--- config.mk ---
export PLATFORM = sky130hd
export DESIGN_NAME = mbvq_scan_ctrl
export DESIGN_NICKNAME = d
export VERILOG_FILES = /design/src/rtl/mbvq_pkg.sv /design/src/rtl/mbvq_scan_ctrl.sv
export SDC_FILE = /design/constraint.sdc
export NUM_CORES = 1
export LEC_CHECK = 0
export BUFFER_PORTS_ARGS = -buffer_cell sky130_fd_sc_hd__buf_2
export CELL_PAD_IN_SITES_DETAIL_PLACEMENT = 2
export CELL_PAD_IN_SITES_GLOBAL_PLACEMENT = 2
export CORE_MARGIN = 2
export CORE_UTILIZATION = 33
export CTS_CLUSTER_DIAMETER = 30
export DETAILED_ROUTE_END_ITERATION = 8
export PLACE_DENSITY_LB_ADDON = 0.1
export SETUP_SLACK_MARGIN = 0.05
export SLEW_MARGIN = 20
export SYNTH_ARGS = -nofsm -noshare
export SYNTH_HDL_FRONTEND = slang
export SYNTH_SLANG_ARGS = --single-unit
--- constraint.sdc ---
create_clock -name aclk -period 5.8 [get_ports aclk]
set_input_delay 0.29 -clock aclk [delete_from_list [all_inputs] [get_ports aclk]]
set_output_delay 0.29 -clock aclk [all_outputs]
set_load 0.02 [all_outputs]
--- src/rtl/mbvq_pkg.sv ---
// ----------------------------------------------------------------------------
// mbvq_pkg
// Shared types, widths, codes and decision functions of the MBVQ halftoner.
// ----------------------------------------------------------------------------
`timescale 1ns / 1ps
`default_nettype none

package mbvq_pkg;

    localparam int MAX_WIDTH  = 1024;
    localparam int COL_W      = $clog2(MAX_WIDTH);
    localparam int LW_W       = 11;
    localparam int WCMP_W     = ((COL_W > LW_W) ? COL_W : LW_W) + 1;
    localparam int THR_W      = 8;
    localparam int PIX_W      = 8;
    localparam int FRAC_BITS  = 4;
    localparam int WSUM_SHIFT = 4;
    localparam int CV_W       = 10 + FRAC_BITS;
    localparam int SUM_W      = CV_W + 2;
    localparam int ERR_W      = CV_W + 4;
    localparam int ACC_W      = ERR_W + 2;
    localparam int XW         = ACC_W + 1;

    localparam int APB_ADDR_W = 3;
    localparam int APB_DATA_W = 32;
    localparam int RIDX_W     = 1;
    localparam int OQ_DEPTH   = 4;
    localparam int OQ_PTR_W   = $clog2(OQ_DEPTH);
    localparam int OQ_CNT_W   = OQ_PTR_W + 1;
    localparam int S_DATA_W   = 3 * PIX_W;
    localparam int M_DATA_W   = 8;

    localparam logic [RIDX_W-1:0] REG_LINE_WIDTH = 1'd0;
    localparam logic [RIDX_W-1:0] REG_THRESHOLD  = 1'd1;

    localparam logic [LW_W-1:0]  LINE_WIDTH_RST = LW_W'(640);
    localparam logic [THR_W-1:0] THRESHOLD_RST  = THR_W'(128);

    // quadrant codes
    localparam logic [2:0] Q_KRGB = 3'd0;
    localparam logic [2:0] Q_CMYW = 3'd1;
    localparam logic [2:0] Q_MYGC = 3'd2;
    localparam logic [2:0] Q_RGMY = 3'd3;
    localparam logic [2:0] Q_RGBM = 3'd4;
    localparam logic [2:0] Q_CMGB = 3'd5;

    // vertex codes, bit 2 red, bit 1 green, bit 0 blue
    localparam logic [2:0] VX_K = 3'd0;
    localparam logic [2:0] VX_B = 3'd1;
    localparam logic [2:0] VX_G = 3'd2;
    localparam logic [2:0] VX_C = 3'd3;
    localparam logic [2:0] VX_R = 3'd4;
    localparam logic [2:0] VX_M = 3'd5;
    localparam logic [2:0] VX_Y = 3'd6;
    localparam logic [2:0] VX_W = 3'd7;

    localparam logic signed [SUM_W-1:0] SUM_ONE  = SUM_W'(255 << FRAC_BITS);
    localparam logic signed [SUM_W-1:0] SUM_TWO  = SUM_W'(510 << FRAC_BITS);
    localparam logic signed [XW-1:0]    CORR_MIN = -XW'(256 << FRAC_BITS);
    localparam logic signed [XW-1:0]    CORR_MAX = XW'((512 << FRAC_BITS) - 1);
    localparam logic signed [ERR_W-1:0] FULL_ON  = ERR_W'(255 << FRAC_BITS);
    localparam logic signed [ERR_W-1:0] WGT_1    = ERR_W'(1);
    localparam logic signed [ERR_W-1:0] WGT_3    = ERR_W'(3);
    localparam logic signed [ERR_W-1:0] WGT_5    = ERR_W'(5);
    localparam logic signed [ERR_W-1:0] WGT_7    = ERR_W'(7);
    localparam logic signed [ACC_W-1:0] RND_HALF = ACC_W'(1 << (WSUM_SHIFT - 1));

    typedef logic [2:0][ERR_W-1:0] err_word_t;
    typedef logic [2:0][PIX_W-1:0] pix_t;

    typedef struct packed {
        logic             en;
        logic [COL_W-1:0] addr;
        err_word_t        data;
    } mem_wr_t;

    typedef struct packed {
        pix_t             pix;
        logic             sof;
        logic             first;
        logic             last;
        logic             has_behind;
        logic [COL_W-1:0] col;
        logic [COL_W-1:0] behind;
    } scan_item_t;

    typedef struct packed {
        logic [2:0] quad;
        logic       blue_on;
        logic       green_on;
        logic       red_on;
    } result_t;

    function automatic logic [2:0] pick_quadrant(
        input logic signed [CV_W-1:0] r,
        input logic signed [CV_W-1:0] g,
        input logic signed [CV_W-1:0] b
    );
        logic signed [SUM_W-1:0] rg;
        logic signed [SUM_W-1:0] gb;
        logic signed [SUM_W-1:0] rgb;
        logic [2:0]              q;
        rg  = SUM_W'(r) + SUM_W'(g);
        gb  = SUM_W'(g) + SUM_W'(b);
        rgb = rg + SUM_W'(b);
        if (rg > SUM_ONE) begin
            if (gb > SUM_ONE) begin
                q = (rgb > SUM_TWO) ? Q_CMYW : Q_MYGC;
            end else begin
                q = Q_RGMY;
            end
        end else if (gb <= SUM_ONE) begin
            q = (rgb <= SUM_ONE) ? Q_KRGB : Q_RGBM;
        end else begin
            q = Q_CMGB;
        end
        return q;
    endfunction

    function automatic logic [2:0] pick_vertex(
        input logic [2:0]             q,
        input logic signed [CV_W-1:0] rv,
        input logic signed [CV_W-1:0] gv,
        input logic signed [CV_W-1:0] bv,
        input logic [THR_W-1:0]       thr
    );
        logic signed [SUM_W-1:0] r;
        logic signed [SUM_W-1:0] g;
        logic signed [SUM_W-1:0] b;
        logic signed [SUM_W-1:0] t;
        logic [2:0]              vx;
        r  = SUM_W'(rv);
        g  = SUM_W'(gv);
        b  = SUM_W'(bv);
        t  = $signed({{(SUM_W - THR_W - FRAC_BITS){1'b0}}, thr, {FRAC_BITS{1'b0}}});
        vx = VX_K;
        case (q)
            Q_CMYW: begin
                if (b < t && b < r && b <= g)       vx = VX_Y;
                else if (g < t && g <= b && g <= r) vx = VX_M;
                else if (r < t && r <= b && r <= g) vx = VX_C;
                else                                vx = VX_W;
            end
            Q_MYGC: begin
                if (g >= b && r >= b)      vx = (r >= t) ? VX_Y : VX_G;
                else if (g >= r && b >= r) vx = (b >= t) ? VX_C : VX_G;
                else                       vx = VX_M;
            end
            Q_RGMY: begin
                if (b > t) begin
                    if (r > t) vx = (b >= g) ? VX_M : VX_Y;
                    else       vx = (g > b + r) ? VX_G : VX_M;
                end else if (r >= t) begin
                    vx = (g >= t) ? VX_Y : VX_R;
                end else begin
                    vx = (r >= g) ? VX_R : VX_G;
                end
            end
            Q_KRGB: begin
                if (b > t && b >= r && b >= g)      vx = VX_B;
                else if (g > t && g >= b && g >= r) vx = VX_G;
                else if (r > t && r >= b && r >= g) vx = VX_R;
                else                                vx = VX_K;
            end
            Q_RGBM: begin
                if (r > g && r >= b)      vx = (b < t) ? VX_R : VX_M;
                else if (b > g && b >= r) vx = (r < t) ? VX_B : VX_M;
                else                      vx = VX_G;
            end
            default: begin
                if (b > t) begin
                    if (r > t) vx = (g >= r) ? VX_C : VX_M;
                    else       vx = (g > t) ? VX_C : VX_B;
                end else if (r > t) begin
                    vx = (r - g + b >= t) ? VX_M : VX_G;
                end else begin
                    vx = (g >= b) ? VX_G : VX_B;
                end
            end
        endcase
        return vx;
    endfunction

endpackage

`default_nettype wire

--- src/rtl/mbvq_scan_ctrl.sv ---
// ----------------------------------------------------------------------------
// mbvq_scan_ctrl
// Serpentine scan position, line memory read address and pixel stage register.
// ----------------------------------------------------------------------------
`timescale 1ns / 1ps
`default_nettype none

module mbvq_scan_ctrl import mbvq_pkg::*; (
    input  logic             aclk,
    input  logic             aresetn,
    input  logic             accept,
    input  pix_t             pix,
    input  logic             sof,
    input  logic [LW_W-1:0]  line_width,
    output logic [COL_W-1:0] rd_addr,
    output logic             item_valid,
    output scan_item_t       item
);

    logic [COL_W-1:0]  col_cnt_reg;
    logic [COL_W-1:0]  col_cnt_next;
    logic              odd_reg;
    logic              odd_next;
    logic              first_reg;
    logic              first_next;
    logic              item_valid_reg;
    scan_item_t        item_reg;

    logic [COL_W-1:0]  cnt0;
    logic              odd0;
    logic              first0;
    logic [WCMP_W-1:0] w_eff;
    logic [COL_W-1:0]  w_last;
    logic [COL_W-1:0]  cnt_e;
    logic [COL_W-1:0]  col;
    logic              last;

    always_comb begin
        cnt0   = sof ? '0 : col_cnt_reg;
        odd0   = sof ? 1'b0 : odd_reg;
        first0 = sof ? 1'b1 : first_reg;
        if (line_width == '0) begin
            w_eff = WCMP_W'(1);
        end else if (WCMP_W'(line_width) > WCMP_W'(MAX_WIDTH)) begin
            w_eff = WCMP_W'(MAX_WIDTH);
        end else begin
            w_eff = WCMP_W'(line_width);
        end
        w_last = COL_W'(w_eff - WCMP_W'(1));
        cnt_e  = (WCMP_W'(cnt0) >= w_eff) ? w_last : cnt0;
        col    = odd0 ? (w_last - cnt_e) : cnt_e;
        last   = (cnt_e == w_last);
        if (last) begin
            col_cnt_next = '0;
            odd_next     = !odd0;
            first_next   = 1'b0;
        end else begin
            col_cnt_next = cnt_e + COL_W'(1);
            odd_next     = odd0;
            first_next   = first0;
        end
    end

    assign rd_addr    = col;
    assign item_valid = item_valid_reg;
    assign item       = item_reg;

    always_ff @(posedge aclk) begin
        if (!aresetn) begin
            col_cnt_reg    <= '0;
            odd_reg        <= 1'b0;
            first_reg      <= 1'b1;
            item_valid_reg <= 1'b0;
        end else begin
            item_valid_reg <= accept;
            if (accept) begin
                col_cnt_reg <= col_cnt_next;
                odd_reg     <= odd_next;
                first_reg   <= first_next;
            end
        end
    end

    always_ff @(posedge aclk) begin
        if (accept) begin
            item_reg.pix        <= pix;
            item_reg.sof        <= sof;
            item_reg.first      <= first0;
            item_reg.last       <= last;
            item_reg.has_behind <= (cnt_e != '0);
            item_reg.col        <= col;
            item_reg.behind     <= odd0 ? (col + COL_W'(1)) : (col - COL_W'(1));
        end
    end

endmodule

`default_nettype wire

==> out/summary.txt <==
run status = finished clean
setup repair after global routing missed its margin = false
Post-Syn Area = 3890 um2
GRT Total Usage = 22.18%
mean area per synthesized cell = 10.18 um2
Worst IR Drop VDD = 0.2907 mV
DR DRC count = 0
final wirelength = 13860 um
Post-synth EDFFs = 48
R2R cell count = 19
Max Slew Vio Count = 0
DRT Pass-1 Iters = 5
Congestion Overflow GR = 0
Clock Skew = 0.008964 ns
maximum clock frequency = 186.7 MHz
Critical Path RT = 5.51 ns
top cells by count, synth = edfxtp_1, ha_1, a21oi_1, nand2_1, nor2_1
WS Path Type = in2out
final setup fails = 0
peak fanout along the critical path = 12
Yosys reg bits = 61
Clk pin slew, worst setup/hold paths = 0.06 ns
share of post-route cells with drive strength above 1 = 30.40%
max FFs per register = 48
Clk Tree Root Cell = clkbuf_16
number of cell rows = 39
Synth area leader = edfxtp_1
minimum clock period = 5.355 ns
GPL Wtd Cong = 0.8874
vias in the first global route = 3798
starting density of the core = 33.92%
Design Area, Final = 4932 um2
post-route clock period utilization = 92.33%
initial antenna violation count = 0
drt via density = 5.490
count of final hold-check violations = 0
I/O pin count = 98
mean routed wirelength per cell = 21.55 um
crit start category = primary input
Placed Area = 4612 um2
Synth-to-Final Area Change = 26.79%
nets@finish = 558
Core Area = 11470 um2
post-synth top area share = 37.05%
Hold Crit Class = in2reg
PD cells = 276.0 nW/um2
total nets after synthesis = 445
Die X = 112.6 um
hold_sp = pix[23]
clk sink count = 61
TNS Setup = 0 ns
reg2reg start = col_cnt_reg[9]$_SDFFE_PN0P_
CTS tree = done
antenna-violating nets left = 0
global-route wire length before repair = 21600 um
hold-fix buffers at CTS = 0
Port Buf Inserts = 97
Worst Setup SP = line_width[5]
HPWL Detailed = 10500 um
Tightest Pin Transition = 0.8519 ns
hold path endpoint = item[47]$_DFFE_PP_
CTS Buffer Depth = 2
ys async rst share = 0%
die area = 12670 um2
Clk Latency, worst-skew pair = 0.34 ns
Core Util, Final = 43.01%
Reg-to-Reg End = item[9]$_DFFE_PP_
Leak = 1.999 nW
synth top area cells = edfxtp_1, ha_1, dfxtp_1
FF-to-FF setup slack = 0.68 ns
Die H = 112.6 um
Rel. slew slack = 43.21%
Cells after Synth = 382
ant diodes = 0
CP arrival = 5.07 ns
Via Count = 3530
htree depth = 3
post-synthesis sequential area ratio = 43.74%
most common cell in the synthesized netlist = edfxtp_1
largest net degree at the start of global routing = 33
crit path capture type = primary output
post-synthesis cell type count = 68
WHS = 0.1212 ns
hold path depth = 1
CTS Buf Count = 9
top_reg_cell synth = edfxtp_1
Initial DRC Count = 213
Max Cap Violations = 0
synth warn = 0
[per-stage QoR]
stage / cells / total power, mW / setup slack [ns]
floorplan: 382 / 0.7173 / 1.037
global placement: 624 / 0.8217 / 0.4005
detailed placement: 624 / 0.8352 / 0.1751
CTS: 640 / 1.371 / 0.1336
global route: 643 / 1.418 / 0.05846
finish: 643 / 1.361 / 0.4446
[per-layer routing]
metal  global-route usage, %  part of all wire [%]
met1                   28.47                    44
met2                   38.20                    51
met3                   3.834                   3.9
met4                   6.667                   1.6
met5                       0                     0
[worst max-delay path, cell delays in order]
cell	delay [ns]
buf_2	0.14
or4_4	0.55
nor4_1	0.26
o21bai_1	0.17
inv_1	0.11
ha_1	0.23
o211ai_1	0.26
a211o_1	0.28
nand2_2	0.23
a21oi_1	0.24
inv_1	0.14
ha_1	0.40
a21o_1	0.23
a21oi_1	0.22
nand3_1	0.10
o21ai_0	0.18
o21ai_2	0.18
buf_4	0.19
o22ai_1	0.16
a22oi_1	0.11
o21bai_1	0.19
buf_2	0.20
[repair_timing]
item,4_1_cts,5_1_grt
resized for setup,0,2
setup endpoints to repair,0,3
buffers inserted,0,3
[power by group]
group	switching, mW	internal, mW
Sequential	0.00882	0.510
Clock	0.206	0.324
Combinational	0.197	0.115
[layout by cell type, fill, tap and decap left out, types with 13 or more instances in the layout]
cell | synthesis | layout
a21oi_1 | 22 | 22
buf_2 | 2 | 97
buf_4 | 0 | 17
dfxtp_1 | 13 | 13
edfxtp_1 | 48 | 48
ha_1 | 23 | 23
inv_1 | 16 | 16
nand2_1 | 22 | 22
nand2b_1 | 15 | 15
nand3_1 | 15 | 15
nor2_1 | 21 | 21
nor2b_1 | 16 | 16
nor3_1 | 16 | 16
o21ai_0 | 17 | 17
xnor2_1 | 15 | 15
[area by class of cell]
| type | instances | area (um2) |
|---|---|---|
| fill | 1244 | 6535 |
| timing repair buffer | 114 | 613.1 |
| inverter | 16 | 60.06 |
| sequential | 61 | 1702 |
| clock buffer | 13 | 270.3 |
| tap | 143 | 178.9 |
| multi-input combinational | 293 | 2088 |
| clock inverter | 3 | 20.02 |
[logic make-up after synthesis]
logic type,synth area share (%)
buffers and inverters,2.766
multiplexers,2.444
AO/OA/AOI/OAI,19.14
adder cells (fa/ha/maj),7.913
AND/OR/NAND/NOR,18.59
XOR/XNOR,5.404
flip-flops,43.74
[worst max path at each step]
stage	to
floorplan	rd_addr[9]
global placement	item[9]$_DFFE_PP_
detailed placement	item[9]$_DFFE_PP_
CTS	rd_addr[9]
global route	rd_addr[9]
finish	rd_addr[9]
No activity file was read; power rests on OpenSTA's default activity.
