[src/rtl/mbvq_pkg.sv]
// ----------------------------------------------------------------------------
// mbvq_pkg
// Shared types, widths, codes and decision functions of the MBVQ halftoner.
// ----------------------------------------------------------------------------
`timescale 1ns / 1ps
`default_nettype none

package mbvq_pkg;

    localparam int MAX_WIDTH  = 1024;
    localparam int COL_W      = $clog2(MAX_WIDTH);
    localparam int LW_W       = 11;
    localparam int WCMP_W     = ((COL_W > LW_W) ? COL_W : LW_W) + 1;
    localparam int THR_W      = 8;
    localparam int PIX_W      = 8;
    localparam int FRAC_BITS  = 4;
    localparam int WSUM_SHIFT = 4;
    localparam int CV_W       = 10 + FRAC_BITS;
    localparam int SUM_W      = CV_W + 2;
    localparam int ERR_W      = CV_W + 4;
    localparam int ACC_W      = ERR_W + 2;
    localparam int XW         = ACC_W + 1;

    localparam int APB_ADDR_W = 3;
    localparam int APB_DATA_W = 32;
    localparam int RIDX_W     = 1;
    localparam int OQ_DEPTH   = 4;
    localparam int OQ_PTR_W   = $clog2(OQ_DEPTH);
    localparam int OQ_CNT_W   = OQ_PTR_W + 1;
    localparam int S_DATA_W   = 3 * PIX_W;
    localparam int M_DATA_W   = 8;

    localparam logic [RIDX_W-1:0] REG_LINE_WIDTH = 1'd0;
    localparam logic [RIDX_W-1:0] REG_THRESHOLD  = 1'd1;

    localparam logic [LW_W-1:0]  LINE_WIDTH_RST = LW_W'(640);
    localparam logic [THR_W-1:0] THRESHOLD_RST  = THR_W'(128);

    // quadrant codes
    localparam logic [2:0] Q_KRGB = 3'd0;
    localparam logic [2:0] Q_CMYW = 3'd1;
    localparam logic [2:0] Q_MYGC = 3'd2;
    localparam logic [2:0] Q_RGMY = 3'd3;
    localparam logic [2:0] Q_RGBM = 3'd4;
    localparam logic [2:0] Q_CMGB = 3'd5;

    // vertex codes, bit 2 red, bit 1 green, bit 0 blue
    localparam logic [2:0] VX_K = 3'd0;
    localparam logic [2:0] VX_B = 3'd1;
    localparam logic [2:0] VX_G = 3'd2;
    localparam logic [2:0] VX_C = 3'd3;
    localparam logic [2:0] VX_R = 3'd4;
    localparam logic [2:0] VX_M = 3'd5;
    localparam logic [2:0] VX_Y = 3'd6;
    localparam logic [2:0] VX_W = 3'd7;

    localparam logic signed [SUM_W-1:0] SUM_ONE  = SUM_W'(255 << FRAC_BITS);
    localparam logic signed [SUM_W-1:0] SUM_TWO  = SUM_W'(510 << FRAC_BITS);
    localparam logic signed [XW-1:0]    CORR_MIN = -XW'(256 << FRAC_BITS);
    localparam logic signed [XW-1:0]    CORR_MAX = XW'((512 << FRAC_BITS) - 1);
    localparam logic signed [ERR_W-1:0] FULL_ON  = ERR_W'(255 << FRAC_BITS);
    localparam logic signed [ERR_W-1:0] WGT_1    = ERR_W'(1);
    localparam logic signed [ERR_W-1:0] WGT_3    = ERR_W'(3);
    localparam logic signed [ERR_W-1:0] WGT_5    = ERR_W'(5);
    localparam logic signed [ERR_W-1:0] WGT_7    = ERR_W'(7);
    localparam logic signed [ACC_W-1:0] RND_HALF = ACC_W'(1 << (WSUM_SHIFT - 1));

    typedef logic [2:0][ERR_W-1:0] err_word_t;
    typedef logic [2:0][PIX_W-1:0] pix_t;

    typedef struct packed {
        logic             en;
        logic [COL_W-1:0] addr;
        err_word_t        data;
    } mem_wr_t;

    typedef struct packed {
        pix_t             pix;
        logic             sof;
        logic             first;
        logic             last;
        logic             has_behind;
        logic [COL_W-1:0] col;
        logic [COL_W-1:0] behind;
    } scan_item_t;

    typedef struct packed {
        logic [2:0] quad;
        logic       blue_on;
        logic       green_on;
        logic       red_on;
    } result_t;

    function automatic logic [2:0] pick_quadrant(
        input logic signed [CV_W-1:0] r,
        input logic signed [CV_W-1:0] g,
        input logic signed [CV_W-1:0] b
    );
        logic signed [SUM_W-1:0] rg;
        logic signed [SUM_W-1:0] gb;
        logic signed [SUM_W-1:0] rgb;
        logic [2:0]              q;
        rg  = SUM_W'(r) + SUM_W'(g);
        gb  = SUM_W'(g) + SUM_W'(b);
        rgb = rg + SUM_W'(b);
        if (rg > SUM_ONE) begin
            if (gb > SUM_ONE) begin
                q = (rgb > SUM_TWO) ? Q_CMYW : Q_MYGC;
            end else begin
                q = Q_RGMY;
            end
        end else if (gb <= SUM_ONE) begin
            q = (rgb <= SUM_ONE) ? Q_KRGB : Q_RGBM;
        end else begin
            q = Q_CMGB;
        end
        return q;
    endfunction

    function automatic logic [2:0] pick_vertex(
        input logic [2:0]             q,
        input logic signed [CV_W-1:0] rv,
        input logic signed [CV_W-1:0] gv,
        input logic signed [CV_W-1:0] bv,
        input logic [THR_W-1:0]       thr
    );
        logic signed [SUM_W-1:0] r;
        logic signed [SUM_W-1:0] g;
        logic signed [SUM_W-1:0] b;
        logic signed [SUM_W-1:0] t;
        logic [2:0]              vx;
        r  = SUM_W'(rv);
        g  = SUM_W'(gv);
        b  = SUM_W'(bv);
        t  = $signed({{(SUM_W - THR_W - FRAC_BITS){1'b0}}, thr, {FRAC_BITS{1'b0}}});
        vx = VX_K;
        case (q)
            Q_CMYW: begin
                if (b < t && b < r && b <= g)       vx = VX_Y;
                else if (g < t && g <= b && g <= r) vx = VX_M;
                else if (r < t && r <= b && r <= g) vx = VX_C;
                else                                vx = VX_W;
            end
            Q_MYGC: begin
                if (g >= b && r >= b)      vx = (r >= t) ? VX_Y : VX_G;
                else if (g >= r && b >= r) vx = (b >= t) ? VX_C : VX_G;
                else                       vx = VX_M;
            end
            Q_RGMY: begin
                if (b > t) begin
                    if (r > t) vx = (b >= g) ? VX_M : VX_Y;
                    else       vx = (g > b + r) ? VX_G : VX_M;
                end else if (r >= t) begin
                    vx = (g >= t) ? VX_Y : VX_R;
                end else begin
                    vx = (r >= g) ? VX_R : VX_G;
                end
            end
            Q_KRGB: begin
                if (b > t && b >= r && b >= g)      vx = VX_B;
                else if (g > t && g >= b && g >= r) vx = VX_G;
                else if (r > t && r >= b && r >= g) vx = VX_R;
                else                                vx = VX_K;
            end
            Q_RGBM: begin
                if (r > g && r >= b)      vx = (b < t) ? VX_R : VX_M;
                else if (b > g && b >= r) vx = (r < t) ? VX_B : VX_M;
                else                      vx = VX_G;
            end
            default: begin
                if (b > t) begin
                    if (r > t) vx = (g >= r) ? VX_C : VX_M;
                    else       vx = (g > t) ? VX_C : VX_B;
                end else if (r > t) begin
                    vx = (r - g + b >= t) ? VX_M : VX_G;
                end else begin
                    vx = (g >= b) ? VX_G : VX_B;
                end
            end
        endcase
        return vx;
    endfunction

endpackage

`default_nettype wire

[src/rtl/mbvq_quantizer.sv]
// ----------------------------------------------------------------------------
// mbvq_quantizer
// Error correction, MBVQ quadrant and vertex choice, Floyd-Steinberg spread.
// ----------------------------------------------------------------------------
`timescale 1ns / 1ps
`default_nettype none

module mbvq_quantizer import mbvq_pkg::*; (
    input  logic             aclk,
    input  logic             aresetn,
    input  logic             item_valid,
    input  scan_item_t       item,
    input  err_word_t        row_err,
    input  logic [THR_W-1:0] threshold,
    output result_t          result,
    output mem_wr_t          beh_wr,
    output mem_wr_t          pend_wr
);

    err_word_t ahead_reg;
    err_word_t ahead_next;
    err_word_t near_reg;
    err_word_t near_next;
    err_word_t far_reg;
    err_word_t far_next;
    mem_wr_t   pend_reg;
    mem_wr_t   pend_next;

    logic signed [ERR_W-1:0] ahead_c [3];
    logic signed [ERR_W-1:0] near_c  [3];
    logic signed [ERR_W-1:0] far_c   [3];
    logic signed [ERR_W-1:0] mem_c   [3];
    logic signed [ACC_W-1:0] acc     [3];
    logic signed [ACC_W-1:0] rnd     [3];
    logic signed [XW-1:0]    x       [3];
    logic signed [CV_W-1:0]  v       [3];
    logic signed [ERR_W-1:0] es      [3];
    logic signed [ERR_W-1:0] far_new [3];
    logic [2:0]              quad;
    logic [2:0]              vert;
    err_word_t               beh_data;

    always_comb begin
        for (int c = 0; c < 3; c++) begin
            ahead_c[c] = item.sof ? '0 : $signed(ahead_reg[c]);
            near_c[c]  = item.sof ? '0 : $signed(near_reg[c]);
            far_c[c]   = item.sof ? '0 : $signed(far_reg[c]);
            mem_c[c]   = item.first ? '0 : $signed(row_err[c]);
            acc[c]     = ACC_W'(ahead_c[c]) + ACC_W'(mem_c[c]);
            rnd[c]     = (acc[c] + RND_HALF) >>> WSUM_SHIFT;
            x[c]       = $signed({{(XW - PIX_W - FRAC_BITS){1'b0}}, item.pix[c],
                                  {FRAC_BITS{1'b0}}}) + XW'(rnd[c]);
            if (x[c] < CORR_MIN) begin
                v[c] = CV_W'(CORR_MIN);
            end else if (x[c] > CORR_MAX) begin
                v[c] = CV_W'(CORR_MAX);
            end else begin
                v[c] = CV_W'(x[c]);
            end
        end

        quad = pick_quadrant(v[0], v[1], v[2]);
        vert = pick_vertex(quad, v[0], v[1], v[2], threshold);

        for (int c = 0; c < 3; c++) begin
            es[c]       = ERR_W'(v[c]) - (vert[2 - c] ? FULL_ON : '0);
            far_new[c]  = near_c[c] + es[c] * WGT_5;
            beh_data[c] = far_c[c] + es[c] * WGT_3;
            if (item.last) begin
                ahead_next[c] = '0;
                near_next[c]  = '0;
                far_next[c]   = '0;
            end else begin
                ahead_next[c] = es[c] * WGT_7;
                near_next[c]  = es[c] * WGT_1;
                far_next[c]   = far_new[c];
            end
            pend_next.data[c] = far_new[c];
        end
        pend_next.en   = item_valid && item.last;
        pend_next.addr = item.col;
    end

    assign beh_wr.en       = item_valid && item.has_behind;
    assign beh_wr.addr     = item.behind;
    assign beh_wr.data     = beh_data;
    assign pend_wr         = pend_reg;
    assign result.quad     = quad;
    assign result.red_on   = vert[2];
    assign result.green_on = vert[1];
    assign result.blue_on  = vert[0];

    always_ff @(posedge aclk) begin
        if (!aresetn) begin
            ahead_reg   <= '0;
            near_reg    <= '0;
            far_reg     <= '0;
            pend_reg.en <= 1'b0;
        end else begin
            pend_reg <= pend_next;
            if (item_valid) begin
                ahead_reg <= ahead_next;
                near_reg  <= near_next;
                far_reg   <= far_next;
            end
        end
    end

endmodule

`default_nettype wire

[config.mk]
export PLATFORM = sky130hd
export DESIGN_NAME = mbvq_quantizer
export DESIGN_NICKNAME = d
export VERILOG_FILES = /design/src/rtl/mbvq_pkg.sv /design/src/rtl/mbvq_quantizer.sv
export SDC_FILE = /design/constraint.sdc
export NUM_CORES = 1
export LEC_CHECK = 0
export BUFFER_PORTS_ARGS = -buffer_cell sky130_fd_sc_hd__buf_2
export CORE_UTILIZATION = 55
export DETAILED_ROUTE_END_ITERATION = 16
export GPL_ROUTABILITY_DRIVEN = 0
export HOLD_SLACK_MARGIN = 0.12
export PLACE_DENSITY_LB_ADDON = 0.05
export RECOVER_POWER = 100
export SLEW_MARGIN = 10
export SYNTH_ARGS = -nofsm -noshare
export SYNTH_HDL_FRONTEND = slang
export SYNTH_SLANG_ARGS = --single-unit
[constraint.sdc]
create_clock -name aclk -period 27.6 [get_ports aclk]
set_input_delay 5.52 -clock aclk [delete_from_list [all_inputs] [get_ports aclk]]
set_output_delay 5.52 -clock aclk [all_outputs]
set_load 0.1 [all_outputs]
==> impl_results.md <==
* Worst path arrival time at about 21 ns
* Die Area at slightly below 60,000 um^2
* Worst min path class: reg -> reg
* TritonCTS clock tree: built
* Unrepaired setup endpoints after global routing: false
* Commonest non-fill, non-tap cell in the layout: inv_1
* Core ar. at approximately 56,000 um^2
* Detailed Route WL at approximately 90,000 um
* First-pass GRT wire length at 140,000 um
* Buffers & Inverters on Critical Path at 10
* Clk_skew at 0.0172 ns
* Max_cap viols at 4
* Sink Count at 215
* Total CTS buffers at 29
* Area Overhead vs Synth at 9.63%
* CTS root buffer: clkbuf_16
* Drt first pass iters at 6
* DRC viols at 0
* Hold_ws at ~0.46 ns
* Failing checks: max-capacitance violations, max-slew violations
* H-tree depth at 1
* Rows at 86
* Fin nets at 4,857
* Leading cell types in the layout, fill and taps excluded: inv_1 (625), ha_1 (575), a21oi_1 (288), nor2b_1 (267), nor2_1 (188)
* Final worst path period need at 26.51 ns
* Synth Net Count at approximately 4,600
* Synth top area cells: ha_1 (23%), dfxtp_1 (9.7%), fa_1 (9.4%)
* Clk buf depth at 3
* Syn. warnings at 0
* GRT Resource Usage Total at 31.1%
* CP peak stage delay at 0.65 ns
* Finished Layout Cells at between 4,000 and 5,000
* Fillers at between 5,000 and 6,000
* EDFF count, synth at 64
* Clock transition at path regs at around 0.060 ns
* Seq/Total Area, Yosys at 15.8%
* Most frequently used flop master after synthesis: dfxtp_1
* Final Cycle Share at 96.1%
* Syn Area/Cell at 8.23 um^2
* Vias/cell at 5.56
* Input/output buffers at 228
* Max reg flops at 65
* Die Ht at 240 um
* WL/cell at 18.7 um
* Post-synthesis cell area at 31,200 um^2
* Post-synth top area cell: ha_1
* Dpl cell area at around 34,000 um^2
* #FFs+latches synth at 215
* Initial DRC Count at 1,842
* Area of the multi-input gates at approximately 24,000 um^2
* I/O Pins at 249
* Crit path top cell by count: a21oi_1
* Post-DP HPWL at between 70,000 and 80,000 um
* Largest net degree at the start of global routing at 94
* Clk Latency, worst-skew pair at around 0.57 ns
* Placed insts at 4,740
* Initial core utilization at a little under three fifths
* Hold buffers post-CTS at 0
* Fraction of layout cells with a size suffix above 1 at 5.91%
* Fmax at ~38 MHz
* Cell area after layout at 34,200 um^2
* DRT antenna net count at 0
* Vias in the first global route at 25,200
* Setup TNS at 0 ns
* Reg area at 4940 um^2
* DIE WIDTH at 240 um
* Slowest CP cell: or4b_2
* Slack of the worst reg-to-reg path at 11.79 ns
* Req. time, crit path at 22.08 ns
* Netlist cell types at between 80 and 90
* Worst Tran Pin Value at 4.91 ns
* Worst setup SP type: input pin
* CP delay by family, top: compound AO/OA/AOI/OAI gates
* Rel. slew slack at -228%
* Final Hold Viols at 0
* Final Max Tran Viols at about 300
* Async SR Flop Fraction at 0%
* Vias at 26,700
* Total grt overflow at 0
* Setup crit end kind: output pin
* Syn Inst Count at 3,796
* Crit Path Max Fanout at 46
* Final Setup Violations at 0
* Initial antenna violation count at 1
* Status: finished, violations left
* Top cell type's share of synthesized area at 23.0%
* Crit path kind: in -> out
## timing repair
item,CTS,global route
setup buffers,0,0
endpoints found under the setup margin,0,13
gates resized for setup,0,7
endpoints found under the hold margin,0,0
## synth_stat cells (all sizes together), types with 7 or more instances
master / number
xnor2: 177
nand2b: 115
a22o: 11
nor4: 14
and3: 17
o21bai: 62
dfxtp: 151
nor2: 188
inv: 626
o41ai: 8
fa: 146
nor2b: 268
nand3: 41
buf: 22
a21oi: 289
edfxtp: 64
nand2: 119
a2111oi: 8
nand3b: 8
nor3: 55
clkbuf: 70
or2: 11
mux2i: 17
a21boi: 27
nand4: 20
and2: 75
a21o: 81
a31oi: 20
o31ai: 15
o21ai: 165
o211ai: 12
a211o: 13
ha: 575
o31a: 7
or3: 13
xor2: 64
o21a: 47
a211oi: 18
o22ai: 60
## through the flow
step / utilization, % / worst slack, ns
floorplan: - / 0.0347
global placement: 60.2 / 1.43
detailed placement: 60.2 / 0.998
CTS: 62.0 / 0.942
global route: 61.5 / 0.0262
finish: 61.6 / 1.09
## worst reg2reg max path, delay by kind of cell, from the launching register on
kind,cells,cell delay [ns]
compound gates,35,6.74
fa+ha+maj,11,3.31
simple gates,16,3.12
xor+xnor,4,1.17
mux,1,0.61
buf+inv,5,0.44
flops,1,0.31
## cell families (layout without fill, tap and decap cells)
family          count (synthesis)  after routing  synth area share (%)
compound gates                905            905                  18.5
fa+ha+maj                     721            721                  32.4
simple gates                  972            972                  16.9
mux                            23             23                 0.761
flops                         215            215                  15.8
xor+xnor                      241            241                  6.78
buf+inv                       719            968                  8.77
other cells                     0              1                     0
## final timing paths
| kind | start | endpoint | cells past startpoint |
|---|---|---|---|
| worst max-delay path | item[23] | beh_wr[53] | 76 |
| worst min-delay path | far_reg[34]$_SDFFE_PN0P_ | far_reg[34]$_SDFFE_PN0P_ | 1 |
| worst max register to register | ahead_reg[4]$_SDFFE_PN0P_ | ahead_reg[35]$_SDFFE_PN0P_ | 72 |
| worst min register to register | far_reg[34]$_SDFFE_PN0P_ | far_reg[34]$_SDFFE_PN0P_ | 1 |
## metal layers
metal / track usage [%] / vias to the layer above / wire length, um
met4: 8.69 / 0 / 2580
met3: 3.90 / 128 / 5830
met1: 45.5 / 12500 / 43300
met2: 47.6 / 759 / 38200
met5: 0 / - / 0
li1: - / 13300 / -
## cell type report
cell class,instances,area share (%)
diodes,1,0.00731
clock buffers,40,2.42
clock inverters,13,0.475
inverters,627,6.88
multi-input cells,2862,68.9
flip-flops and latches,215,14.4
well taps,748,2.73
repair buffers,288,4.17
Power is not shown: default switching activity piles up to over one toggle a cycle in this logic, so the estimate is an artifact.
