File: src/rtl/mbvq_pkg.sv
// ----------------------------------------------------------------------------
// mbvq_pkg
// Shared types, widths, codes and decision functions of the MBVQ halftoner.
// ----------------------------------------------------------------------------
`timescale 1ns / 1ps
`default_nettype none

package mbvq_pkg;

    localparam int MAX_WIDTH  = 1024;
    localparam int COL_W      = $clog2(MAX_WIDTH);
    localparam int LW_W       = 11;
    localparam int WCMP_W     = ((COL_W > LW_W) ? COL_W : LW_W) + 1;
    localparam int THR_W      = 8;
    localparam int PIX_W      = 8;
    localparam int FRAC_BITS  = 4;
    localparam int WSUM_SHIFT = 4;
    localparam int CV_W       = 10 + FRAC_BITS;
    localparam int SUM_W      = CV_W + 2;
    localparam int ERR_W      = CV_W + 4;
    localparam int ACC_W      = ERR_W + 2;
    localparam int XW         = ACC_W + 1;

    localparam int APB_ADDR_W = 3;
    localparam int APB_DATA_W = 32;
    localparam int RIDX_W     = 1;
    localparam int OQ_DEPTH   = 4;
    localparam int OQ_PTR_W   = $clog2(OQ_DEPTH);
    localparam int OQ_CNT_W   = OQ_PTR_W + 1;
    localparam int S_DATA_W   = 3 * PIX_W;
    localparam int M_DATA_W   = 8;

    localparam logic [RIDX_W-1:0] REG_LINE_WIDTH = 1'd0;
    localparam logic [RIDX_W-1:0] REG_THRESHOLD  = 1'd1;

    localparam logic [LW_W-1:0]  LINE_WIDTH_RST = LW_W'(640);
    localparam logic [THR_W-1:0] THRESHOLD_RST  = THR_W'(128);

    // quadrant codes
    localparam logic [2:0] Q_KRGB = 3'd0;
    localparam logic [2:0] Q_CMYW = 3'd1;
    localparam logic [2:0] Q_MYGC = 3'd2;
    localparam logic [2:0] Q_RGMY = 3'd3;
    localparam logic [2:0] Q_RGBM = 3'd4;
    localparam logic [2:0] Q_CMGB = 3'd5;

    // vertex codes, bit 2 red, bit 1 green, bit 0 blue
    localparam logic [2:0] VX_K = 3'd0;
    localparam logic [2:0] VX_B = 3'd1;
    localparam logic [2:0] VX_G = 3'd2;
    localparam logic [2:0] VX_C = 3'd3;
    localparam logic [2:0] VX_R = 3'd4;
    localparam logic [2:0] VX_M = 3'd5;
    localparam logic [2:0] VX_Y = 3'd6;
    localparam logic [2:0] VX_W = 3'd7;

    localparam logic signed [SUM_W-1:0] SUM_ONE  = SUM_W'(255 << FRAC_BITS);
    localparam logic signed [SUM_W-1:0] SUM_TWO  = SUM_W'(510 << FRAC_BITS);
    localparam logic signed [XW-1:0]    CORR_MIN = -XW'(256 << FRAC_BITS);
    localparam logic signed [XW-1:0]    CORR_MAX = XW'((512 << FRAC_BITS) - 1);
    localparam logic signed [ERR_W-1:0] FULL_ON  = ERR_W'(255 << FRAC_BITS);
    localparam logic signed [ERR_W-1:0] WGT_1    = ERR_W'(1);
    localparam logic signed [ERR_W-1:0] WGT_3    = ERR_W'(3);
    localparam logic signed [ERR_W-1:0] WGT_5    = ERR_W'(5);
    localparam logic signed [ERR_W-1:0] WGT_7    = ERR_W'(7);
    localparam logic signed [ACC_W-1:0] RND_HALF = ACC_W'(1 << (WSUM_SHIFT - 1));

    typedef logic [2:0][ERR_W-1:0] err_word_t;
    typedef logic [2:0][PIX_W-1:0] pix_t;

    typedef struct packed {
        logic             en;
        logic [COL_W-1:0] addr;
        err_word_t        data;
    } mem_wr_t;

    typedef struct packed {
        pix_t             pix;
        logic             sof;
        logic             first;
        logic             last;
        logic             has_behind;
        logic [COL_W-1:0] col;
        logic [COL_W-1:0] behind;
    } scan_item_t;

    typedef struct packed {
        logic [2:0] quad;
        logic       blue_on;
        logic       green_on;
        logic       red_on;
    } result_t;

    function automatic logic [2:0] pick_quadrant(
        input logic signed [CV_W-1:0] r,
        input logic signed [CV_W-1:0] g,
        input logic signed [CV_W-1:0] b
    );
        logic signed [SUM_W-1:0] rg;
        logic signed [SUM_W-1:0] gb;
        logic signed [SUM_W-1:0] rgb;
        logic [2:0]              q;
        rg  = SUM_W'(r) + SUM_W'(g);
        gb  = SUM_W'(g) + SUM_W'(b);
        rgb = rg + SUM_W'(b);
        if (rg > SUM_ONE) begin
            if (gb > SUM_ONE) begin
                q = (rgb > SUM_TWO) ? Q_CMYW : Q_MYGC;
            end else begin
                q = Q_RGMY;
            end
        end else if (gb <= SUM_ONE) begin
            q = (rgb <= SUM_ONE) ? Q_KRGB : Q_RGBM;
        end else begin
            q = Q_CMGB;
        end
        return q;
    endfunction

    function automatic logic [2:0] pick_vertex(
        input logic [2:0]             q,
        input logic signed [CV_W-1:0] rv,
        input logic signed [CV_W-1:0] gv,
        input logic signed [CV_W-1:0] bv,
        input logic [THR_W-1:0]       thr
    );
        logic signed [SUM_W-1:0] r;
        logic signed [SUM_W-1:0] g;
        logic signed [SUM_W-1:0] b;
        logic signed [SUM_W-1:0] t;
        logic [2:0]              vx;
        r  = SUM_W'(rv);
        g  = SUM_W'(gv);
        b  = SUM_W'(bv);
        t  = $signed({{(SUM_W - THR_W - FRAC_BITS){1'b0}}, thr, {FRAC_BITS{1'b0}}});
        vx = VX_K;
        case (q)
            Q_CMYW: begin
                if (b < t && b < r && b <= g)       vx = VX_Y;
                else if (g < t && g <= b && g <= r) vx = VX_M;
                else if (r < t && r <= b && r <= g) vx = VX_C;
                else                                vx = VX_W;
            end
            Q_MYGC: begin
                if (g >= b && r >= b)      vx = (r >= t) ? VX_Y : VX_G;
                else if (g >= r && b >= r) vx = (b >= t) ? VX_C : VX_G;
                else                       vx = VX_M;
            end
            Q_RGMY: begin
                if (b > t) begin
                    if (r > t) vx = (b >= g) ? VX_M : VX_Y;
                    else       vx = (g > b + r) ? VX_G : VX_M;
                end else if (r >= t) begin
                    vx = (g >= t) ? VX_Y : VX_R;
                end else begin
                    vx = (r >= g) ? VX_R : VX_G;
                end
            end
            Q_KRGB: begin
                if (b > t && b >= r && b >= g)      vx = VX_B;
                else if (g > t && g >= b && g >= r) vx = VX_G;
                else if (r > t && r >= b && r >= g) vx = VX_R;
                else                                vx = VX_K;
            end
            Q_RGBM: begin
                if (r > g && r >= b)      vx = (b < t) ? VX_R : VX_M;
                else if (b > g && b >= r) vx = (r < t) ? VX_B : VX_M;
                else                      vx = VX_G;
            end
            default: begin
                if (b > t) begin
                    if (r > t) vx = (g >= r) ? VX_C : VX_M;
                    else       vx = (g > t) ? VX_C : VX_B;
                end else if (r > t) begin
                    vx = (r - g + b >= t) ? VX_M : VX_G;
                end else begin
                    vx = (g >= b) ? VX_G : VX_B;
                end
            end
        endcase
        return vx;
    endfunction

endpackage

`default_nettype wire

File: src/rtl/mbvq_out_fifo.sv
// ----------------------------------------------------------------------------
// mbvq_out_fifo
// Small result queue that decouples the error loop from output back-pressure.
// ----------------------------------------------------------------------------
`timescale 1ns / 1ps
`default_nettype none

module mbvq_out_fifo import mbvq_pkg::*; (
    input  logic                aclk,
    input  logic                aresetn,
    input  logic                push,
    input  result_t             push_data,
    output logic                out_valid,
    input  logic                out_ready,
    output result_t             out_data,
    output logic [OQ_CNT_W-1:0] count
);

    result_t               q_mem [OQ_DEPTH];
    logic [OQ_PTR_W-1:0]   wr_ptr_reg;
    logic [OQ_PTR_W-1:0]   rd_ptr_reg;
    logic [OQ_CNT_W-1:0]   cnt_reg;
    logic [OQ_CNT_W-1:0]   cnt_next;
    logic                  pop;

    assign out_valid = (cnt_reg != '0);
    assign out_data  = q_mem[rd_ptr_reg];
    assign count     = cnt_reg;
    assign pop       = out_valid && out_ready;

    always_comb begin
        cnt_next = cnt_reg;
        if (push && !pop) begin
            cnt_next = cnt_reg + OQ_CNT_W'(1);
        end else if (pop && !push) begin
            cnt_next = cnt_reg - OQ_CNT_W'(1);
        end
    end

    always_ff @(posedge aclk) begin
        if (push) begin
            q_mem[wr_ptr_reg] <= push_data;
        end
    end

    always_ff @(posedge aclk) begin
        if (!aresetn) begin
            wr_ptr_reg <= '0;
            rd_ptr_reg <= '0;
            cnt_reg    <= '0;
        end else begin
            cnt_reg <= cnt_next;
            if (push) begin
                wr_ptr_reg <= wr_ptr_reg + OQ_PTR_W'(1);
            end
            if (pop) begin
                rd_ptr_reg <= rd_ptr_reg + OQ_PTR_W'(1);
            end
        end
    end

endmodule

`default_nettype wire

File: config.mk
export PLATFORM = sky130hd
export DESIGN_NAME = mbvq_out_fifo
export DESIGN_NICKNAME = d
export VERILOG_FILES = /design/src/rtl/mbvq_pkg.sv /design/src/rtl/mbvq_out_fifo.sv
export SDC_FILE = /design/constraint.sdc
export NUM_CORES = 1
export LEC_CHECK = 0
export BUFFER_PORTS_ARGS = -buffer_cell sky130_fd_sc_hd__buf_2
export CAP_MARGIN = 20
export CORE_MARGIN = 4
export CORE_UTILIZATION = 40
export CTS_CLUSTER_DIAMETER = 200
export CTS_CLUSTER_SIZE = 24
export DETAILED_ROUTE_END_ITERATION = 10
export GPL_ROUTABILITY_DRIVEN = 0
export SYNTH_ARGS = -nofsm -noshare
export SYNTH_HDL_FRONTEND = slang
export SYNTH_SLANG_ARGS = --single-unit
File: constraint.sdc
create_clock -name aclk -period 2.3 [get_ports aclk]
set_clock_uncertainty 0.15 [all_clocks]
set_input_delay 0.69 -clock aclk [delete_from_list [all_inputs] [get_ports aclk]]
set_output_delay 0.69 -clock aclk [all_outputs]
set_load 0.02 [all_outputs]
==> run metrics, run 1 <==
cells traversed along the worst timing path buf_8 -> mux4_2 -> buf_6; switching share of power 29.6%; number of hold violations in the final report 0; Area contributors post-synth sky130_fd_sc_hd__edfxtp_1 (54%), sky130_fd_sc_hd__dfxtp_1 (14%), sky130_fd_sc_hd__mux4_2 (10%), sky130_fd_sc_hd__ha_1 (4.7%), sky130_fd_sc_hd__and2_1 (4.2%); Setup crit start kind flip-flop; LEAKAGE 0.000613 µW; layout cell share with drive strength beyond 1 40.6%; average cell area after synthesis 18.2 µm²; arrival time reported for the critical path endpoint 1470 ps; insertion delay to the later sink of the worst-skew pair 310 ps; part of the power in registers 45.0%; post-route antenna net violation count 0; area overhead of the layout relative to synthesis 23.3%; library cell occupying the most area in the post-synthesis netlist sky130_fd_sc_hd__edfxtp_1; post-synthesis cell area 1330 µm²; GRT Resource Usage Total 11.6%; antenna violations before repair 0; wire length of the first global-routing pass 3430 µm; class of the most critical hold timing path reg2reg; cell-internal power 1200 µW; die boundary width 65.7 µm; Core Box Area 3130 µm²; via-per-instance ratio 4.64; length of the first detailed-routing pass in iterations 4; Fin Setup TNS -8.69 ps; transition at the pin with the smallest max-transition slack 341 ps; IR Drop Worst-Case VDD 0.436 mV; critical path peak fanout 6; routed length per placed instance 14.3 µm; startpoint of the lowest-slack register-to-register path count[1]; ratio of total power to cell area 1040 nW/µm²; worst setup slack before clock tree synthesis -76.2 ps; proportion of register bits with asynchronous set or reset after synthesis 0%; data required time of the worst path 1460 ps; clock transition at the register clock pins on the worst setup and hold paths after CTS 80 ps; effective utilization at floorplan 42.6%; count of final max-slew check failures 0; share of the core filled with cells 52.5%; Max-Cap Viols 0; register area share after synthesis 67.7%; violation count after the first detailed-route iteration 24; kind of critical path reg2out; total number of clock tree sinks 33; half-perimeter wire length after detailed placement 1600 µm; share of the synthesized area in the top cell type 54.1%; HP Start wr_ptr_reg[1]; count of unresolved DRC violations after routing 0; number of flip-flops and latches in the synthesized netlist 33; top_reg_cell synth sky130_fd_sc_hd__edfxtp_1; maximum level of the CTS H-tree 2; Root Buffer Master sky130_fd_sc_hd__clkbuf_4; via count of the first global-routing pass 730; final setup slack of the worst path -8.69 ps; final critical path time including I/O delays and setup 2310 ps; net switching power 504 µW; sort of element at the end of the critical path output port; cell with the most instances after synthesis sky130_fd_sc_hd__edfxtp_1; CTS tree built; number of warnings reported in the yosys synthesis log 0; maximum single-stage delay on the critical path 530 ps; Net count, final 121; flip-flop count of the largest register after layout 24; status finished, violations left; Final period util 100%; cts bufs inserted 5; Remaining Overflow, GRT 0; maximum number of pins on one net before global-route repair 11; number of nets in the synthesized netlist 89; buffers added on ports 19; number of antenna cells inserted 0; combinational power share 36.2%; number of enable flip-flop cells after synthesis 24; via count 696; Final Setup Violations 1; Peak Freq 433 MHz; I/O pin count 20; Max-Slew Margin vs Limit 77.2%; setup repair after global routing missed its margin true; count of different cell masters after synthesis 18; register containing the most flip-flops in the final layout q_mem; post-synthesis cell count 73; hold-fix buffer count after cts 0; Post-Route WL 2150 µm; Max clock buf depth 2; most frequent cells after synthesis sky130_fd_sc_hd__edfxtp_1 (24), sky130_fd_sc_hd__and2_1 (9), sky130_fd_sc_hd__dfxtp_1 (9); critical-path cell with the highest stage delay sky130_fd_sc_hd__mux4_2; share of total power in the clock network 18.8%; Die Outline Area 4320 µm²; failing checks negative setup slack; Cell Rows 20; die outline height 65.7 µm
metal layers:
| metal | vias to the layer above | routed length (µm) | GRT usage [%] | part of all wire (%) |
|---|---|---|---|---|
| li1 | 340 | - | - | - |
| met1 | 331 | 937 | 13.3 | 44 |
| met2 | 18 | 1020 | 17.5 | 48 |
| met3 | 7 | 110 | 4.27 | 5.1 |
| met4 | 0 | 75 | 8.55 | 3.5 |
| met5 | - | 0 | 0 | 0 |
layout make-up:
type,instances,area [µm²]
Clock buffer,8,58.8
Fill cell,274,1490
Inverter,3,11.3
Multi-Input combinational cell,36,414
Sequential cell,33,903
Tap cell,44,55.1
Timing Repair Buffer,26,199
per-stage QoR:
| stage | total power (µW) | cell area [µm²] | std cells | hold WS (ps) |
|---|---|---|---|---|
| 2_1_floorplan | 1130 | 1330 | 73 | 378 |
| 3_3_place_gp | 1290 | 1520 | 141 | 407 |
| 3_5_place_dp | 1300 | 1520 | 141 | 412 |
| 4_1_cts | 1690 | 1620 | 149 | 417 |
| 5_1_grt | 1800 | 1640 | 150 | 406 |
| 6_report | 1700 | 1640 | 150 | 419 |
repair_timing:
action / CTS / global route
setup endpoints to repair: 6 / 7
buffers inserted: 0 / 1
gates resized for setup: 14 / 4
power by group through the flow:
stage | Sequential, µW | Combinational [µW] | Clock [µW]
global route | 775 | 661 | 364
finish | 765 | 616 | 320
global placement | 774 | 511 | 0
detailed placement | 777 | 519 | 0
floorplan | 795 | 331 | 0
CTS | 767 | 586 | 332
worst max-delay path, delay by kind of cell, from the launching register on:
family   cells  cell delay [ps]
buf+inv      2              280
flops        1              340
mux          1              530
placed cells by master, fill, tap and decap left out, drive strengths merged:
cell,instances
o21ai,1
a21boi,1
xnor2,3
buf,26
fa,1
mux4,6
dfxtp,9
nor2b,2
inv,3
o311ai,1
mux2i,2
xor2,2
clkbuf,8
or3,2
and2,9
ha,5
o31ai,1
edfxtp,24
worst paths after layout:
check | to | slack (ps) | cells past startpoint
worst max-delay path | out_data[4] | -9 | 3
worst min-delay path | wr_ptr_reg[1] | 420 | 2
worst max register to register | count[2] | 130 | 7
worst min register to register | wr_ptr_reg[1] | 420 | 2
kinds of logic after synthesis:
logic type      Yosys count  synth area share (%)
flops                    33                  67.7
buf+inv                   4                  1.22
compound gates            4                  3.76
simple gates             13                  6.20
mux                       8                  11.7
xor+xnor                  5                  3.29
fa+ha+maj                 6                  6.20
No activity file was read; power rests on OpenSTA's default activity.
==> run 2, diff against run 1 <==
--- a/config.mk
+++ b/config.mk
@@ -13,6 +13,7 @@
 export CTS_CLUSTER_SIZE = 24
 export DETAILED_ROUTE_END_ITERATION = 10
 export GPL_ROUTABILITY_DRIVEN = 0
+export REMOVE_ABC_BUFFERS = 1
 export SYNTH_ARGS = -nofsm -noshare
 export SYNTH_HDL_FRONTEND = slang
 export SYNTH_SLANG_ARGS = --single-unit
==> run 2 against run 1 <==
  * The flow still finishes with violations (negative setup slack)
  * Largest power group unchanged
  * Critical path type unchanged
  * Clock power about the same
  * Via count down 2.0%
  * Die area is the same
  * Combinational power shrank 1%
  * Critical path depth stayed put
  * Flip-flop and latch count did not move
  * Highest routed layer unchanged
  * Sequential share of layout area up 0.084 points
  * Wire length is 1.7% lower
  * Core utilization decreased by 0.080 points
  * Critical endpoint is now out_data[5]
  * Register-to-register slack about the same
==> run metrics, run 2 (synthesis results as in run 1) <==
end of the worst register-to-register path count[2] (unchanged); transition at the pin with the smallest max-transition slack 332 ps (was 341 ps); antenna violations before repair 0 (unchanged); Die Outline Area 4320 µm² (unchanged); Final period util 100% (about the same); half-perimeter wire length after detailed placement 1530 µm (was 1600 µm); HP Start wr_ptr_reg[1] (unchanged); Sequential Area 903 µm² (unchanged); Worst Hold Endpoint wr_ptr_reg[1] (unchanged); total number of clock tree sinks 33 (unchanged); Root Buffer Master sky130_fd_sc_hd__clkbuf_4 (unchanged); length of the first detailed-routing pass in iterations 4 (unchanged); data required time of the worst path 1460 ps (about the same); Post-Route WL 2110 µm (was 2150 µm); status finished, violations left (unchanged); via-per-instance ratio 4.58 (was 4.64); part of the power in registers 45.2% (was 45.0%); share of the core filled with cells 52.4% (was 52.5%); Net count, final 120 (was 121); Min Hold Slack 414 ps (was 419 ps); layout cell share with drive strength beyond 1 41.0% (was 40.6%); number of antenna cells inserted 0 (unchanged); combinational power share 35.8% (was 36.2%); area overhead of the layout relative to synthesis 23.1% (was 23.3%); clock transition at the register clock pins on the worst setup and hold paths after CTS 100 ps (was 80 ps); critical path peak fanout 6 (unchanged); switching share of power 30.1% (was 29.6%); violation count after the first detailed-route iteration 17 (was 24); depth of the worst hold-timing path 2 (unchanged); Peak Freq 434 MHz (was 433 MHz); failing checks negative setup slack (unchanged); register containing the most flip-flops in the final layout q_mem (unchanged); Filler cells 281 (was 274); Remaining Overflow, GRT 0 (unchanged); count of final max-slew check failures 0 (unchanged); maximum number of pins on one net before global-route repair 11 (unchanged); via count 682 (was 696); arrival time reported for the critical path endpoint 1460 ps (was 1470 ps); most common cell after layout, fill and taps aside sky130_fd_sc_hd__edfxtp_1 (unchanged); Max-Slew Margin vs Limit 77.9% (was 77.2%); insertion delay to the later sink of the worst-skew pair 320 ps (was 310 ps); count of unresolved DRC violations after routing 0 (unchanged); setup slack on the worst flop-to-flop path 140 ps (was 130 ps); length in cells of the worst reg-to-reg path 7 (unchanged); kind of critical path reg2out (unchanged); final critical path time including I/O delays and setup 2300 ps (was 2310 ps); LEAKAGE 0.000611 µW (was 0.000613 µW); Setup crit start kind flip-flop (unchanged); ratio of total power to cell area 1040 nW/µm² (about the same); # Post-CTS Setup Buffers 0 (unchanged); wire length of the first global-routing pass 3530 µm (was 3430 µm); number of hold violations in the final report 0 (unchanged); via count of the first global-routing pass 752 (was 730); die outline height 65.7 µm (unchanged); Core Box Area 3130 µm² (unchanged); effective utilization at floorplan 42.6% (unchanged); Max clock buf depth 2 (unchanged); startpoint of the lowest-slack register-to-register path count[1] (unchanged); hold-fix buffer count after cts 0 (unchanged); IR Drop Worst-Case VDD 0.446 mV (was 0.436 mV); most frequent cells in the layout sky130_fd_sc_hd__edfxtp_1 (24), sky130_fd_sc_hd__buf_2 (12), sky130_fd_sc_hd__and2_1 (9), sky130_fd_sc_hd__dfxtp_1 (7), sky130_fd_sc_hd__buf_6 (7) (unchanged); Final Setup Violations 1 (unchanged); flip-flop count of the largest register after layout 24 (unchanged); post-route antenna net violation count 0 (unchanged); Cell Rows 20 (unchanged); buffers added on ports 19 (unchanged); setup repair after global routing missed its margin true (unchanged); CTS tree built (unchanged); GRT Resource Usage Total 11.4% (was 11.6%); final setup slack of the worst path -3.10 ps (was -8.69 ps); cell-internal power 1190 µW (was 1200 µW); maximum level of the CTS H-tree 2 (unchanged); die boundary width 65.7 µm (unchanged); multi-input logic area 418 µm² (was 414 µm²); class of the most critical hold timing path reg2reg (unchanged); cts bufs inserted 5 (unchanged); share of total power in the clock network 19.0% (was 18.8%); Max-Cap Viols 0 (unchanged); I/O pin count 20 (unchanged); net switching power 513 µW (was 504 µW); routed length per placed instance 14.2 µm (was 14.3 µm); sort of element at the end of the critical path output port (unchanged)
==> run 2: cell count changes in the layout (fill, tap and decap cells not counted), sizes merged <==
cell / change
clkbuf: -2
clkinv: +2
buf: -1
==> run 2: final cells by class <==
| class | instances | share of cell area [%] |
|---|---|---|
| Timing Repair Buffer | 25 | 11.7 |
| Clock buffer | 6 | 3.13 |
| Sequential cell | 33 | 55.1 |
| Clock inverter | 2 | 0.534 |
| Multi-Input combinational cell | 36 | 25.5 |
| Inverter | 3 | 0.687 |
| Tap cell | 44 | 3.36 |
==> run 2: worst max-delay path by stage <==
stage | cells after the start | slack [ps] | start | end
floorplan | 7 | 140 | out_ready | count[2]
global placement | 8 | 20 | out_ready | count[2]
detailed placement | 8 | -70 | out_ready | count[2]
CTS | 3 | -30 | flip-flop | out_data[5]
global route | 3 | -60 | flip-flop | out_data[5]
finish | 3 | -3 | flip-flop | out_data[5]
==> run 2: timing repair <==
item                                    CTS  global route
endpoints found under the setup margin    6             7
endpoints found under the hold margin     0             0
gates resized for setup                  15             4
==> run 2: through the flow <==
stage          instance area [µm²]  worst slack [ps]  TNS [ps]  total power (µW)  cells
3_5_place_dp                  1520             -70.7     -70.7              1300    141
6_report                      1640             -3.10     -3.10              1700    149
2_1_floorplan                 1330               140         0              1120     72
5_1_grt                       1640             -57.3      -308              1800    149
3_3_place_gp                  1520              19.3         0              1290    141
4_1_cts                       1630             -27.4     -82.9              1700    149
==> run 2: worst max-delay path, stage by stage (launching register included) <==
cell and delay, ps:
sky130_fd_sc_hd__dfxtp_2 340, sky130_fd_sc_hd__buf_8 130, sky130_fd_sc_hd__mux4_2 520, sky130_fd_sc_hd__buf_6 150
==> run 2: routing by layer <==
metal / up-vias / routed length [µm] / global-route usage, %
li1: 337 / - / -
met1: 326 / 949 / 14.1
met2: 14 / 1050 / 17.6
met3: 5 / 69 / 4.10
met4: 0 / 37 / 5.44
met5: - / 0 / 0
==> run 2: power by group through the flow <==
stage          clock (µW)  combinational [µW]  sequential (µW)
3_3_place_gp            0                 512              774
6_report              323                 610              770
2_1_floorplan           0                 302              817
4_1_cts               331                 596              769
5_1_grt               356                 663              779
3_5_place_dp            0                 519              777
